===== config.mk =====
export PLATFORM = sky130hd
export DESIGN_NAME = serial_command_line_decoder_flat
export DESIGN_NICKNAME = d
export VERILOG_FILES = /design/src/sv/scld_pkg.sv /design/src/sv/scld_if.sv /design/src/sv/scld_front.sv /design/src/sv/scld_queue.sv /design/src/sv/scld_back.sv /design/src/sv/serial_command_line_decoder.sv /design/src/flat_wrapper.sv
export SDC_FILE = /design/constraint.sdc
export NUM_CORES = 1
export LEC_CHECK = 0
export BUFFER_PORTS_ARGS = -buffer_cell sky130_fd_sc_hd__buf_2
export CORE_UTILIZATION = 37
export CTS_CLUSTER_DIAMETER = 50
export DETAILED_ROUTE_END_ITERATION = 8
export HOLD_SLACK_MARGIN = 0.05
export PLACE_DENSITY_LB_ADDON = 0.25
export SYNTH_ARGS = -nofsm -noshare
export SYNTH_HDL_FRONTEND = slang
export SYNTH_HIERARCHICAL = 1
export SYNTH_SLANG_ARGS = --single-unit

===== constraint.sdc =====
create_clock -name clk -period 5.65 [get_ports clk]
set_clock_uncertainty 0.05 [all_clocks]
set_input_delay 0.2825 -clock clk [delete_from_list [all_inputs] [get_ports clk]]
set_output_delay 0.2825 -clock clk [all_outputs]
set_load 0.01 [all_outputs]

===== src/sv/scld_pkg.sv =====
package scld_pkg;

	// default sizing
	localparam int LINE_BYTES_DEF  = 64;
	localparam int QUEUE_DEPTH_DEF = 2;

	// line head kept in flops: longest keyword plus the byte after it
	localparam int HEAD_BYTES = 8;

	// level register reset
	localparam logic [7:0] LEVEL_RESET = 8'd16;

	// control characters
	localparam logic [7:0] CH_BS    = 8'h08;
	localparam logic [7:0] CH_LF    = 8'h0A;
	localparam logic [7:0] CH_CR    = 8'h0D;
	localparam logic [7:0] CH_SPACE = 8'h20;
	localparam logic [7:0] CH_DEL   = 8'h7F;

	// result kinds
	typedef enum logic [1:0] {
		KIND_ECHO    = 2'd0,
		KIND_COLOUR  = 2'd1,
		KIND_UNKNOWN = 2'd2
	} kind_t;

	// classified word passed from front to back
	typedef enum logic [1:0] {
		OP_CHAR  = 2'd0,
		OP_EOL   = 2'd1,
		OP_BS    = 2'd2,
		OP_FLUSH = 2'd3
	} op_cls_t;

	typedef struct packed {
		op_cls_t    cls;
		logic [7:0] data;
	} op_t;

	// first bytes of the line, byte 0 in the low lane
	typedef logic [HEAD_BYTES-1:0][7:0] line_head_t;

	// keywords, written back to front so that byte 0 lands in the low lane
	localparam line_head_t KW_ON    = {16'h0, "NO_DEL"};
	localparam line_head_t KW_OFF   = {8'h0, "FFO_DEL"};
	localparam line_head_t KW_RED   = {40'h0, "DER"};
	localparam line_head_t KW_GREEN = {24'h0, "NEERG"};
	localparam line_head_t KW_BLUE  = {32'h0, "EULB"};

	localparam logic [3:0] KW_ON_LEN    = 4'd6;
	localparam logic [3:0] KW_OFF_LEN   = 4'd7;
	localparam logic [3:0] KW_RED_LEN   = 4'd3;
	localparam logic [3:0] KW_GREEN_LEN = 4'd5;
	localparam logic [3:0] KW_BLUE_LEN  = 4'd4;

	// line (cut at its first zero) equals keyword; len_sat is length capped at HEAD_BYTES
	function automatic logic kw_hit(input line_head_t head, input line_head_t kw,
			input logic [3:0] klen, input logic [3:0] len_sat);
		logic hit;
		hit = (len_sat >= klen);
		for (int i = 0; i < HEAD_BYTES; i++) begin
			if (4'(i) < klen && head[i] != kw[i])
				hit = 1'b0;
			// a longer line only matches if it stops at a zero right after the keyword
			if (4'(i) == klen && len_sat > klen && head[i] != 8'h00)
				hit = 1'b0;
		end
		return hit;
	endfunction

endpackage


===== src/sv/scld_if.sv =====
// input channel: one received byte or a flush
interface scld_item_if;
	logic       valid;
	logic       ready;
	logic       cmd;
	logic [7:0] rx_byte;

	modport source (output valid, output cmd, output rx_byte, input ready);
	modport sink (input valid, input cmd, input rx_byte, output ready);
endinterface

// result channel: echo byte, colour or unknown-command flag
interface scld_result_if;
	logic       valid;
	logic       ready;
	logic [1:0] kind;
	logic [7:0] tx_byte;
	logic [7:0] red;
	logic [7:0] green;
	logic [7:0] blue;
	logic       last;

	modport source (output valid, output kind, output tx_byte, output red, output green,
		output blue, output last, input ready);
	modport sink (input valid, input kind, input tx_byte, input red, input green,
		input blue, input last, output ready);
endinterface


===== src/sv/scld_front.sv =====
module scld_front (
	scld_item_if.sink     item,
	input  logic          push_ready,
	output logic          push_valid,
	output scld_pkg::op_t push_op
);
	import scld_pkg::*;

	assign item.ready = push_ready;
	assign push_valid = item.valid;

	// sort the incoming word into its class
	always_comb begin
		push_op.data = item.rx_byte;
		if (item.cmd)
			push_op.cls = OP_FLUSH;
		else if (item.rx_byte == CH_CR || item.rx_byte == CH_LF)
			push_op.cls = OP_EOL;
		else if (item.rx_byte == CH_BS || item.rx_byte == CH_DEL)
			push_op.cls = OP_BS;
		else
			push_op.cls = OP_CHAR;
	end

endmodule


===== src/sv/scld_queue.sv =====
module scld_queue #(
	parameter int DEPTH = scld_pkg::QUEUE_DEPTH_DEF
) (
	input  logic          clk,
	input  logic          arst_n,
	input  logic          push_valid,
	input  scld_pkg::op_t push_op,
	output logic          push_ready,
	output logic          pop_valid,
	output scld_pkg::op_t pop_op,
	input  logic          pop
);
	import scld_pkg::*;

	localparam int PTR_W = (DEPTH > 1) ? $clog2(DEPTH) : 1;
	localparam int CNT_W = $clog2(DEPTH + 1);

	op_t              entry_q [DEPTH];
	logic [PTR_W-1:0] wr_ptr_q;
	logic [PTR_W-1:0] rd_ptr_q;
	logic [CNT_W-1:0] count_q;
	logic             do_push;
	logic             do_pop;

	assign push_ready = (count_q != CNT_W'(DEPTH));
	assign pop_valid  = (count_q != '0);
	assign pop_op     = entry_q[rd_ptr_q];
	assign do_push    = push_valid && push_ready;
	assign do_pop     = pop && pop_valid;

	// storage
	always_ff @(posedge clk) begin
		if (do_push)
			entry_q[wr_ptr_q] <= push_op;
	end

	// pointers and fill count
	always_ff @(posedge clk or negedge arst_n) begin
		if (!arst_n) begin
			wr_ptr_q <= '0;
			rd_ptr_q <= '0;
			count_q  <= '0;
		end else begin
			if (do_push)
				wr_ptr_q <= (wr_ptr_q == PTR_W'(DEPTH - 1)) ? '0 : wr_ptr_q + 1'b1;
			if (do_pop)
				rd_ptr_q <= (rd_ptr_q == PTR_W'(DEPTH - 1)) ? '0 : rd_ptr_q + 1'b1;
			if (do_push && !do_pop)
				count_q <= count_q + 1'b1;
			else if (do_pop && !do_push)
				count_q <= count_q - 1'b1;
		end
	end

endmodule


===== src/sv/scld_back.sv =====
module scld_back #(
	parameter int LINE_BYTES = scld_pkg::LINE_BYTES_DEF
) (
	input  logic          clk,
	input  logic          arst_n,
	input  logic          cfg_we,
	input  logic [7:0]    cfg_wdata,
	input  logic          op_valid,
	input  scld_pkg::op_t op,
	output logic          op_pop,
	scld_result_if.source result
);
	import scld_pkg::*;

	localparam int LEN_W = $clog2(LINE_BYTES);

	logic [7:0]       level_q;
	logic [LEN_W-1:0] len_q;
	line_head_t       head_q;
	logic [1:0]       step_q;

	logic             out_valid_q;
	kind_t            kind_q;
	logic [7:0]       tx_q;
	logic [7:0]       red_q;
	logic [7:0]       green_q;
	logic [7:0]       blue_q;
	logic             last_q;

	logic [LEN_W:0]   len_x;
	logic [3:0]       len_sat;
	logic             len_nz;
	logic [1:0]       last_step;
	logic             slot_free;
	logic             emit;
	logic             is_last;
	kind_t            kind_d;
	logic [7:0]       tx_d;
	logic [7:0]       red_d;
	logic [7:0]       green_d;
	logic [7:0]       blue_d;

	assign len_x   = {1'b0, len_q};
	assign len_sat = (len_x >= (LEN_W + 1)'(HEAD_BYTES)) ? 4'(HEAD_BYTES) : 4'(len_x);
	assign len_nz  = (len_q != '0);

	// results for this word: echo, then, if the line is not empty, line feed and verdict or the erase triple
	always_comb begin
		unique case (op.cls)
			OP_EOL:  last_step = len_nz ? 2'd2 : 2'd0;
			OP_BS:   last_step = len_nz ? 2'd3 : 2'd0;
			default: last_step = 2'd0;
		endcase
	end

	assign slot_free = !out_valid_q || result.ready;
	assign emit      = op_valid && (op.cls != OP_FLUSH) && slot_free;
	assign is_last   = (step_q == last_step);
	assign op_pop    = op_valid && ((op.cls == OP_FLUSH) || (emit && is_last));

	// result for the current step
	always_comb begin
		kind_d  = KIND_ECHO;
		tx_d    = op.data;
		red_d   = 8'h00;
		green_d = 8'h00;
		blue_d  = 8'h00;
		if (step_q != 2'd0) begin
			if (op.cls == OP_EOL) begin
				if (step_q == 2'd1) begin
					tx_d = CH_LF;
				end else begin
					// line verdict
					tx_d = 8'h00;
					kind_d = KIND_COLOUR;
					priority if (kw_hit(head_q, KW_ON, KW_ON_LEN, len_sat)) begin
						red_d = level_q;
						green_d = level_q;
						blue_d = level_q;
					end else if (kw_hit(head_q, KW_OFF, KW_OFF_LEN, len_sat)) begin
						red_d = 8'h00;
					end else if (kw_hit(head_q, KW_RED, KW_RED_LEN, len_sat)) begin
						red_d = level_q;
					end else if (kw_hit(head_q, KW_GREEN, KW_GREEN_LEN, len_sat)) begin
						green_d = level_q;
					end else if (kw_hit(head_q, KW_BLUE, KW_BLUE_LEN, len_sat)) begin
						blue_d = level_q;
					end else begin
						kind_d = KIND_UNKNOWN;
					end
				end
			end else begin
				tx_d = (step_q == 2'd2) ? CH_SPACE : CH_BS;
			end
		end
	end

	// level register
	always_ff @(posedge clk or negedge arst_n) begin
		if (!arst_n)
			level_q <= LEVEL_RESET;
		else if (cfg_we)
			level_q <= cfg_wdata;
	end

	// step counter and line length
	always_ff @(posedge clk or negedge arst_n) begin
		if (!arst_n) begin
			step_q <= 2'd0;
			len_q  <= '0;
		end else begin
			if (op_pop)
				step_q <= 2'd0;
			else if (emit)
				step_q <= step_q + 2'd1;
			if (op_pop) begin
				unique case (op.cls)
					OP_FLUSH: len_q <= '0;
					OP_EOL:   len_q <= '0;
					OP_BS:    if (len_nz) len_q <= len_q - 1'b1;
					OP_CHAR:  if (len_q < LEN_W'(LINE_BYTES - 1)) len_q <= len_q + 1'b1;
				endcase
			end
		end
	end

	// head bytes of the line; later bytes never reach the verdict
	always_ff @(posedge clk) begin
		if (op_pop && op.cls == OP_CHAR && len_x < (LEN_W + 1)'(HEAD_BYTES)
				&& len_q < LEN_W'(LINE_BYTES - 1))
			head_q[len_q[2:0]] <= op.data;
	end

	// output register
	always_ff @(posedge clk or negedge arst_n) begin
		if (!arst_n)
			out_valid_q <= 1'b0;
		else if (emit)
			out_valid_q <= 1'b1;
		else if (result.ready)
			out_valid_q <= 1'b0;
	end

	always_ff @(posedge clk) begin
		if (emit) begin
			kind_q  <= kind_d;
			tx_q    <= tx_d;
			red_q   <= red_d;
			green_q <= green_d;
			blue_q  <= blue_d;
			last_q  <= is_last;
		end
	end

	assign result.valid   = out_valid_q;
	assign result.kind    = kind_q;
	assign result.tx_byte = tx_q;
	assign result.red     = red_q;
	assign result.green   = green_q;
	assign result.blue    = blue_q;
	assign result.last    = last_q;

	// checks
	a_len_bound: assert property (@(posedge clk) disable iff (!arst_n)
		len_q <= LEN_W'(LINE_BYTES - 1))
		else $error("line length beyond capacity");

	a_step_bound: assert property (@(posedge clk) disable iff (!arst_n)
		op_valid |-> step_q <= last_step)
		else $error("step counter ran past the last result");

	a_eol_clears: assert property (@(posedge clk) disable iff (!arst_n)
		(op_pop && op.cls == OP_EOL) |=> len_q == '0)
		else $error("line not cleared after line end");

	a_bs_shrinks: assert property (@(posedge clk) disable iff (!arst_n)
		(op_pop && op.cls == OP_BS && len_nz) |=> len_q == $past(len_q) - 1'b1)
		else $error("erase did not shorten the line");

	a_step_idle: assert property (@(posedge clk) disable iff (!arst_n)
		!op_valid |-> step_q == 2'd0)
		else $error("step counter busy with no word pending");

endmodule


===== src/sv/serial_command_line_decoder.sv =====
// Channel   Dir  Fields                                   Word accepted when
// item      in   cmd, rx_byte                             item.valid && item.ready
// result    out  kind, tx_byte, red, green, blue, last    result.valid && result.ready
// cfg       in   cfg_wdata (level)                        cfg_we
//
// Each input word yields 1 to 4 results, one per cycle from the output register while results are taken.
// A flush word clears the line in the back end and yields nothing.
// The classify queue takes new words while the back end is still emitting results.
// Reset clears line length, queue and output; level returns to 16.
// A stalled result holds the back end; the front keeps accepting until the queue fills.
module serial_command_line_decoder #(
	parameter int LINE_BYTES  = scld_pkg::LINE_BYTES_DEF,
	parameter int QUEUE_DEPTH = scld_pkg::QUEUE_DEPTH_DEF
) (
	input  logic       clk,
	input  logic       arst_n,
	scld_item_if.sink  item,
	scld_result_if.source result,
	input  logic       cfg_we,
	input  logic [7:0] cfg_wdata
);
	import scld_pkg::*;

	logic push_valid;
	logic push_ready;
	op_t  push_op;
	logic pop_valid;
	op_t  pop_op;
	logic pop;

	scld_front u_front (
		.item       (item),
		.push_ready (push_ready),
		.push_valid (push_valid),
		.push_op    (push_op)
	);

	scld_queue #(.DEPTH(QUEUE_DEPTH)) u_queue (
		.clk        (clk),
		.arst_n     (arst_n),
		.push_valid (push_valid),
		.push_op    (push_op),
		.push_ready (push_ready),
		.pop_valid  (pop_valid),
		.pop_op     (pop_op),
		.pop        (pop)
	);

	scld_back #(.LINE_BYTES(LINE_BYTES)) u_back (
		.clk       (clk),
		.arst_n    (arst_n),
		.cfg_we    (cfg_we),
		.cfg_wdata (cfg_wdata),
		.op_valid  (pop_valid),
		.op        (pop_op),
		.op_pop    (pop),
		.result    (result)
	);

endmodule

===== src/flat_wrapper.sv =====
// flat-port wrapper written by rule: the top's interface ports become plain ports
module serial_command_line_decoder_flat import scld_pkg::*;
#(
	parameter int LINE_BYTES  = scld_pkg::LINE_BYTES_DEF,
	parameter int QUEUE_DEPTH = scld_pkg::QUEUE_DEPTH_DEF
)
  (clk, arst_n, cfg_we, cfg_wdata, item_valid, item_cmd, item_rx_byte, item_ready, result_valid, result_kind, result_tx_byte, result_red, result_green, result_blue, result_last, result_ready);
  scld_item_if item_i ();
  scld_result_if result_i ();
  input  logic clk;
  input  logic arst_n;
  input  logic cfg_we;
  input  logic [7:0] cfg_wdata;
  input wire logic [$bits(item_i.valid)-1:0] item_valid;
  input wire logic [$bits(item_i.cmd)-1:0] item_cmd;
  input wire logic [$bits(item_i.rx_byte)-1:0] item_rx_byte;
  output wire logic [$bits(item_i.ready)-1:0] item_ready;
  output wire logic [$bits(result_i.valid)-1:0] result_valid;
  output wire logic [$bits(result_i.kind)-1:0] result_kind;
  output wire logic [$bits(result_i.tx_byte)-1:0] result_tx_byte;
  output wire logic [$bits(result_i.red)-1:0] result_red;
  output wire logic [$bits(result_i.green)-1:0] result_green;
  output wire logic [$bits(result_i.blue)-1:0] result_blue;
  output wire logic [$bits(result_i.last)-1:0] result_last;
  input wire logic [$bits(result_i.ready)-1:0] result_ready;
  assign item_i.valid = item_valid;
  assign item_i.cmd = item_cmd;
  assign item_i.rx_byte = item_rx_byte;
  assign item_ready = item_i.ready;
  assign result_valid = result_i.valid;
  assign result_kind = result_i.kind;
  assign result_tx_byte = result_i.tx_byte;
  assign result_red = result_i.red;
  assign result_green = result_i.green;
  assign result_blue = result_i.blue;
  assign result_last = result_i.last;
  assign result_i.ready = result_ready;
  serial_command_line_decoder #(.LINE_BYTES(LINE_BYTES), .QUEUE_DEPTH(QUEUE_DEPTH)) u_core (.clk(clk), .arst_n(arst_n), .item(item_i), .result(result_i), .cfg_we(cfg_we), .cfg_wdata(cfg_wdata));
endmodule

==> After elaboration in Yosys (flattened, before gate mapping) <==
Memory sizes are Yosys's and may differ from the RTL's.
Cells that the tools add are included.
{ "op_classes": {"addsub": 7, "eq_ne": 31, "n_reduce_logical": 40, "n_mux": 99, "bitwise": 2, "order_cmp": 15} }
{ "op_table": {"columns": ["cell", "n"], "rows": [
  ["$ne 8x7->1 const B", 17],
  ["$mux 8", 14],
  ["$mux 1", 65],
  ["$bwmux 64", 1],
  ["$reduce_bool 8->1", 5],
  ["$demux 8 s3", 1],
  ["$eq 8x4->1 const B", 3],
  ["$mux 6", 4],
  ["$mux 2", 10],
  ["$pmux 6 s3", 1],
  ["$logic_and 1x1->1", 17],
  ["$ge 4x3->1 const B", 4],
  ["$gt 4x3->1 const B", 4],
  ["$reduce_bool 2->1", 5],
  ["$eq 8x7->1 const B", 1],
  ["$mux 4", 2],
  ["$ne 2x2->1 const B", 4],
  ["$reduce_or 7->1", 1],
  ["$add 6x1->6 const B", 1],
  ["$eq 2x2->1 const B", 3],
  ["$ge 6x4->1 const B", 1],
  ["$lt 6x4->1 const B", 1],
  ["$lt 6x6->1 const B", 1],
  ["$reduce_bool 6->1", 1],
  ["18 further kinds", 27]
]} }
{ "word_totals": {"word_cells": 217, "output_inout_bits": 37, "n_memories": 1, "reg_bits": 120, "input_bits": 22, "ram_bits": 20} }
{ "memory_table": {"columns": ["name", "depth", "width", "read_ports", "rd_clocked_by_memory_dff", "write_ports", "line_no", "text"], "rows": [
  ["u_core.u_queue.entry_q", 2, 10, 1, 0, 1, "scld_queue.sv:18", "op_t entry_q [DEPTH];"]
]} }

==> Logic depth before layout (Yosys ltp) <==
{ "depth": {"ltp_word": 40, "ltp_mapped": 15, "mapped_depth_nobuf": 13} }

==> Hierarchy <==
Netlist, hierarchy kept.
{ "modules_own_cells": {"columns": ["module", "seq_area_each_um2", "cells_each", "area_each_um2", "n_inst"], "rows": [
  ["scld_back", 3399.5, 347, 4852.2, 1],
  ["scld_queue", 700.7, 49, 932.1, 1],
  ["scld_front", 0.0, 21, 156.4, 1]
]} }

==> Worst setup path after synthesis <==
Ideal clock, no wire load.
{ "synth_path": {"path_type": "register -> register", "from": "register u_core.u_queue.rd_ptr_q", "to": "register u_core.u_back.step_q[1]", "t_required_ns": 5.479, "path_buffers": 1, "t_arrival_ns": 4.324, "stages_incl_launch_ff": 7, "slack_ns": 1.155, "synth_period_minus_slack_ns": 4.495, "setup_ns": 0.121, "path_cell_list": "dfrtp_1 buf_4 mux2_2 ha_1 nor3b_1 mux2i_1 nor2_1"} }
{ "synth_lines": {"columns": ["element", "line_no", "text"], "rows": [
  ["from (decl)", "scld_queue.sv:20", "logic [PTR_W-1:0] rd_ptr_q;"],
  ["from (signal assigned)", "scld_queue.sv:47", "rd_ptr_q <= (rd_ptr_q == PTR_W'(DEPTH - 1)) ? '0 : rd_ptr_q + 1'b1;"],
  ["to (signal assigned)", "scld_back.sv:115", "step_q <= step_q + 2'd1;"],
  ["to (decl)", "scld_back.sv:20", "logic [1:0] step_q;"]
]} }

==> results.json <==
{
  "outcome": "completed",
  "finalCritPeriodShare_pct": 63.00,
  "regArea_um2": 4100,
  "worst_slew_pin_slew_ns": 1.105,
  "vias": 3580,
  "required_ns": 5.93,
  "placed_cell_area_um2": 6427,
  "p_leak_uw": 0.002630,
  "crit_chain": "mux2_2 > inv_1 > ha_1 > or3b_2 > a21oi_1 > o221ai_1 > a21o_1 > inv_1 > nand2_4 > ha_1 > xor2_1 > nor2_1 > xor2_1",
  "initial_utilization_pct": 38.51,
  "async_flop_share_pct": 15.00,
  "synthTopCellsByArea": "edfxtp_1 (60%), dfrtp_1 (8.4%), mux2_2 (3.6%)",
  "ctsResizeCount": 0,
  "wl_per_cell_um": 17.05,
  "die_w_um": 128.7,
  "r2r_setup_slack_ns": 2.09,
  "slew_viol_final": 0,
  "r2r-end": "u_core/u_queue/count_q[1]",
  "avgSynthCellArea_um2": 14.25,
  "remaining_drc_errors": 0,
  "final_cell_area_um2": 7121,
  "setup.worst_path.end": "u_core/u_queue/count_q[1]",
  "period_needed_ns": 3.559,
  "drive_gt1_share_pct": 25.15,
  "synthCells": 417,
  "layout_setup_ws_ns": 2.091,
  "synth.most_common_cell": "edfxtp_1",
  "io_pins": 59,
  "p_seq_share_pct": 41.7,
  "crit_start": "u_core/u_queue/rd_ptr_q",
  "cap_violations": 0,
  "ys.flop_type": "edfxtp_1",
  "cts.sinks": 140,
  "hpwl_um": 8312,
  "pwr-share-comb_pct": 27.9,
  "end_kind": "register",
  "fill_cells": 1396,
  "cts_tree": "done",
  "setup-violations-final": 0,
  "multi_input_area_um2": 1657,
  "cts_root_buf": "clkbuf_16",
  "diodes": 0,
  "worstPathArrival_ns": 3.84,
  "synth_top_area_share_pct": 60.15,
  "cpLargestDelayFamily": "compound AO/OA/AOI/OAI gates",
  "grt_use_total_pct": 15.94,
  "finalHoldViolations": 0,
  "rows": 45,
  "drtAntennaViolNets": 0,
  "antenna_found_initial": 0,
  "die_y_um": 128.7,
  "die_area_um2": 16570,
  "clockBufferDepth": 2,
  "r2r_cells": 13,
  "power_switching_uw": 1167,
  "setup.worst_path.class": "register to register",
  "intPower_uw": 2535,
  "grt_pass1_wl_um": 19270,
  "final_nets": 524,
  "synth_edf_count": 119,
  "drt-vias-per-instance": 5.028,
  "netlist_top_cells_count": "edfxtp_1 (119), nand2_1 (31), nor2_1 (23)",
  "post_cts_buffers": 0,
  "clk_latency_ns": 0.42,
  "ys_ff_latch": 140,
  "grt_overflow": 0,
  "yosys.area.top_type": "edfxtp_1",
  "grt_max_degree": 38,
  "clkPwrFrac_pct": 30.4,
  "max_stage_delay_ns": 0.61,
  "cp-start-kind": "register",
  "crit_slowest_cell": "dfrtp_1",
  "syn-cell-area_um2": 5941,
  "vdd_drop_max_mv": 0.2564,
  "power.total_uw": 3702,
  "setup_tns_ns": 0,
  "crit_fanout": 21,
  "core_um2": 15430,
  "critical_path_buf_inv_count": 2,
  "max_freq_mhz": 281.0,
  "htree_levels": 4,
  "cts.reportedPaths.clkPinSlew_ns": 0.06,
  "grt_pass1_vias": 3632,
  "wl_um": 12140,
  "syn2layout_area_growth_pct": 19.86,
  "first_iter_violations": 201,
  "timing.rr.start": "u_core/u_queue/rd_ptr_q",
  "power_density_nw_per_um2": 519.9,
  "port_buffers": 58,
  "cts_buffers": 17,
  "slew_headroom_pct": 25.58,
  "synth_seq_area_share_pct": 69.02,
  "hold_class": "primary input to register",
  "yosysWarnings": 6,
  "switching_share_pct": 31.52,
  "rsz0062_at_grt": "no",
  "syn-num-nets": 452,
  "crit_cells": 13,
  "drt-pass1-iter-count": 5,
  "dp_slack_ns": 2.065,
  "place.gp.congestion": 0.8163,
  "synth_cell_types": 54
}
[worst register-to-register path, delay by kind of cell (launching register included)]
kind                       cells  cell delay (ns)
and+or+nand+nor                3             0.64
xor gates and xnor gates       2             0.30
muxes                          1             0.42
adders and majority gates      2             0.42
AOI/OAI and AO/OA              3             0.73
buffers and inverters          2             0.32
DFF                            1             0.61
[per-stage QoR]
step / instances / hold WS, ns / util, %
4_1_cts: 712 / 0.05062 / 46.16
5_1_grt: 712 / 0.06060 / 46.16
3_3_place_gp: 672 / 0.2336 / 41.66
2_1_floorplan: 417 / -0.06309 / -
6_report: 712 / 0.05746 / 46.16
3_5_place_dp: 672 / 0.2339 / 41.66
[state kept, by name, indices dropped and copies added (netlist names), 2 cells and up]
register                      flops
u_core/u_back/result.blue         8
u_core/u_back/len_q               6
u_core/u_queue/count_q            2
u_core/u_queue/entry_q           20
u_core/u_back/result.green        8
u_core/u_back/level_q             8
u_core/u_back/result.kind         2
u_core/u_back/step_q              2
u_core/u_back/result.tx_byte      8
u_core/u_back/result.red          8
u_core/u_back/head_q             64
[cell type report]
| cell class | count | share of cell area (%) |
|---|---|---|
| Timing Repair Buffer | 76 | 6.291 |
| Inverter | 13 | 0.6853 |
| Sequential cell | 140 | 57.58 |
| Multi-Input combinational cell | 241 | 23.26 |
| Clock buffer | 17 | 5.974 |
| Tap cell | 211 | 3.708 |
| Clock inverter | 14 | 2.495 |
[routing by layer]
metal / vias up / wire length (µm) / GRT usage, %
met4: 0 / 57 / 6.298
met5: - / 0 / 0
met1: 1761 / 5393 / 20.97
li1: 1716 / - / -
met2: 99 / 6097 / 25.18
met3: 4 / 591 / 4.241
[logic make-up after synthesis]
kind of cell	synth area share, %
adders and majority gates	2.864
and+or+nand+nor	14.09
xor gates and xnor gates	1.327
buffers and inverters	3.180
DFF	69.02
muxes	3.939
AOI/OAI and AO/OA	5.581
[placed cells by master (no fill, tap or decap), types with 5 or more instances in the layout]
cell type        n
or4_1            5
dlygate4sd3_1    9
and3_1          11
clkbuf_16       17
a21oi_1         15
xnor2_1          5
mux2_2          19
o21ai_0         15
buf_4            9
nor3_1           7
nor2_1          23
buf_2           58
nor4_1          18
dfrtp_1         20
or3_1            5
nand2b_1         6
nand2_1         31
inv_1           13
nand3_1          5
edfxtp_1       119
and2_1           6
ha_1            12
nand4_1          5
clkinv_2         5
[worst min-delay path by stage]
| stage | from | endpoint | cells after the start |
|---|---|---|---|
| floorplan | arst_n | u_core/u_back/len_q[0] | 0 |
| global placement | arst_n | u_core/u_back/level_q[5] | 1 |
| detailed placement | arst_n | u_core/u_back/level_q[5] | 1 |
| CTS | item_rx_byte[6] | u_core/u_queue/entry_q[0][6] | 1 |
| global route | cfg_wdata[5] | u_core/u_back/level_q[5] | 2 |
| finish | cfg_wdata[1] | u_core/u_back/level_q[1] | 2 |
[timing repair]
action / 4_1_cts / 5_1_grt
endpoints found under the hold margin: 31 / 0
hold buffers: 9 / 0
setup endpoints to repair: 0 / 0
[power by group through the flow]
stage          Combinational [µW]  Sequential (µW)  Clock, µW
3_3_place_gp                 1020             1570          0
4_1_cts                      1050             1550       1150
6_report                     1030             1550       1130
3_5_place_dp                 1030             1570          0
5_1_grt                      1150             1570       1200
2_1_floorplan                 679             1600          0
(Power assumes the default switching activity.)
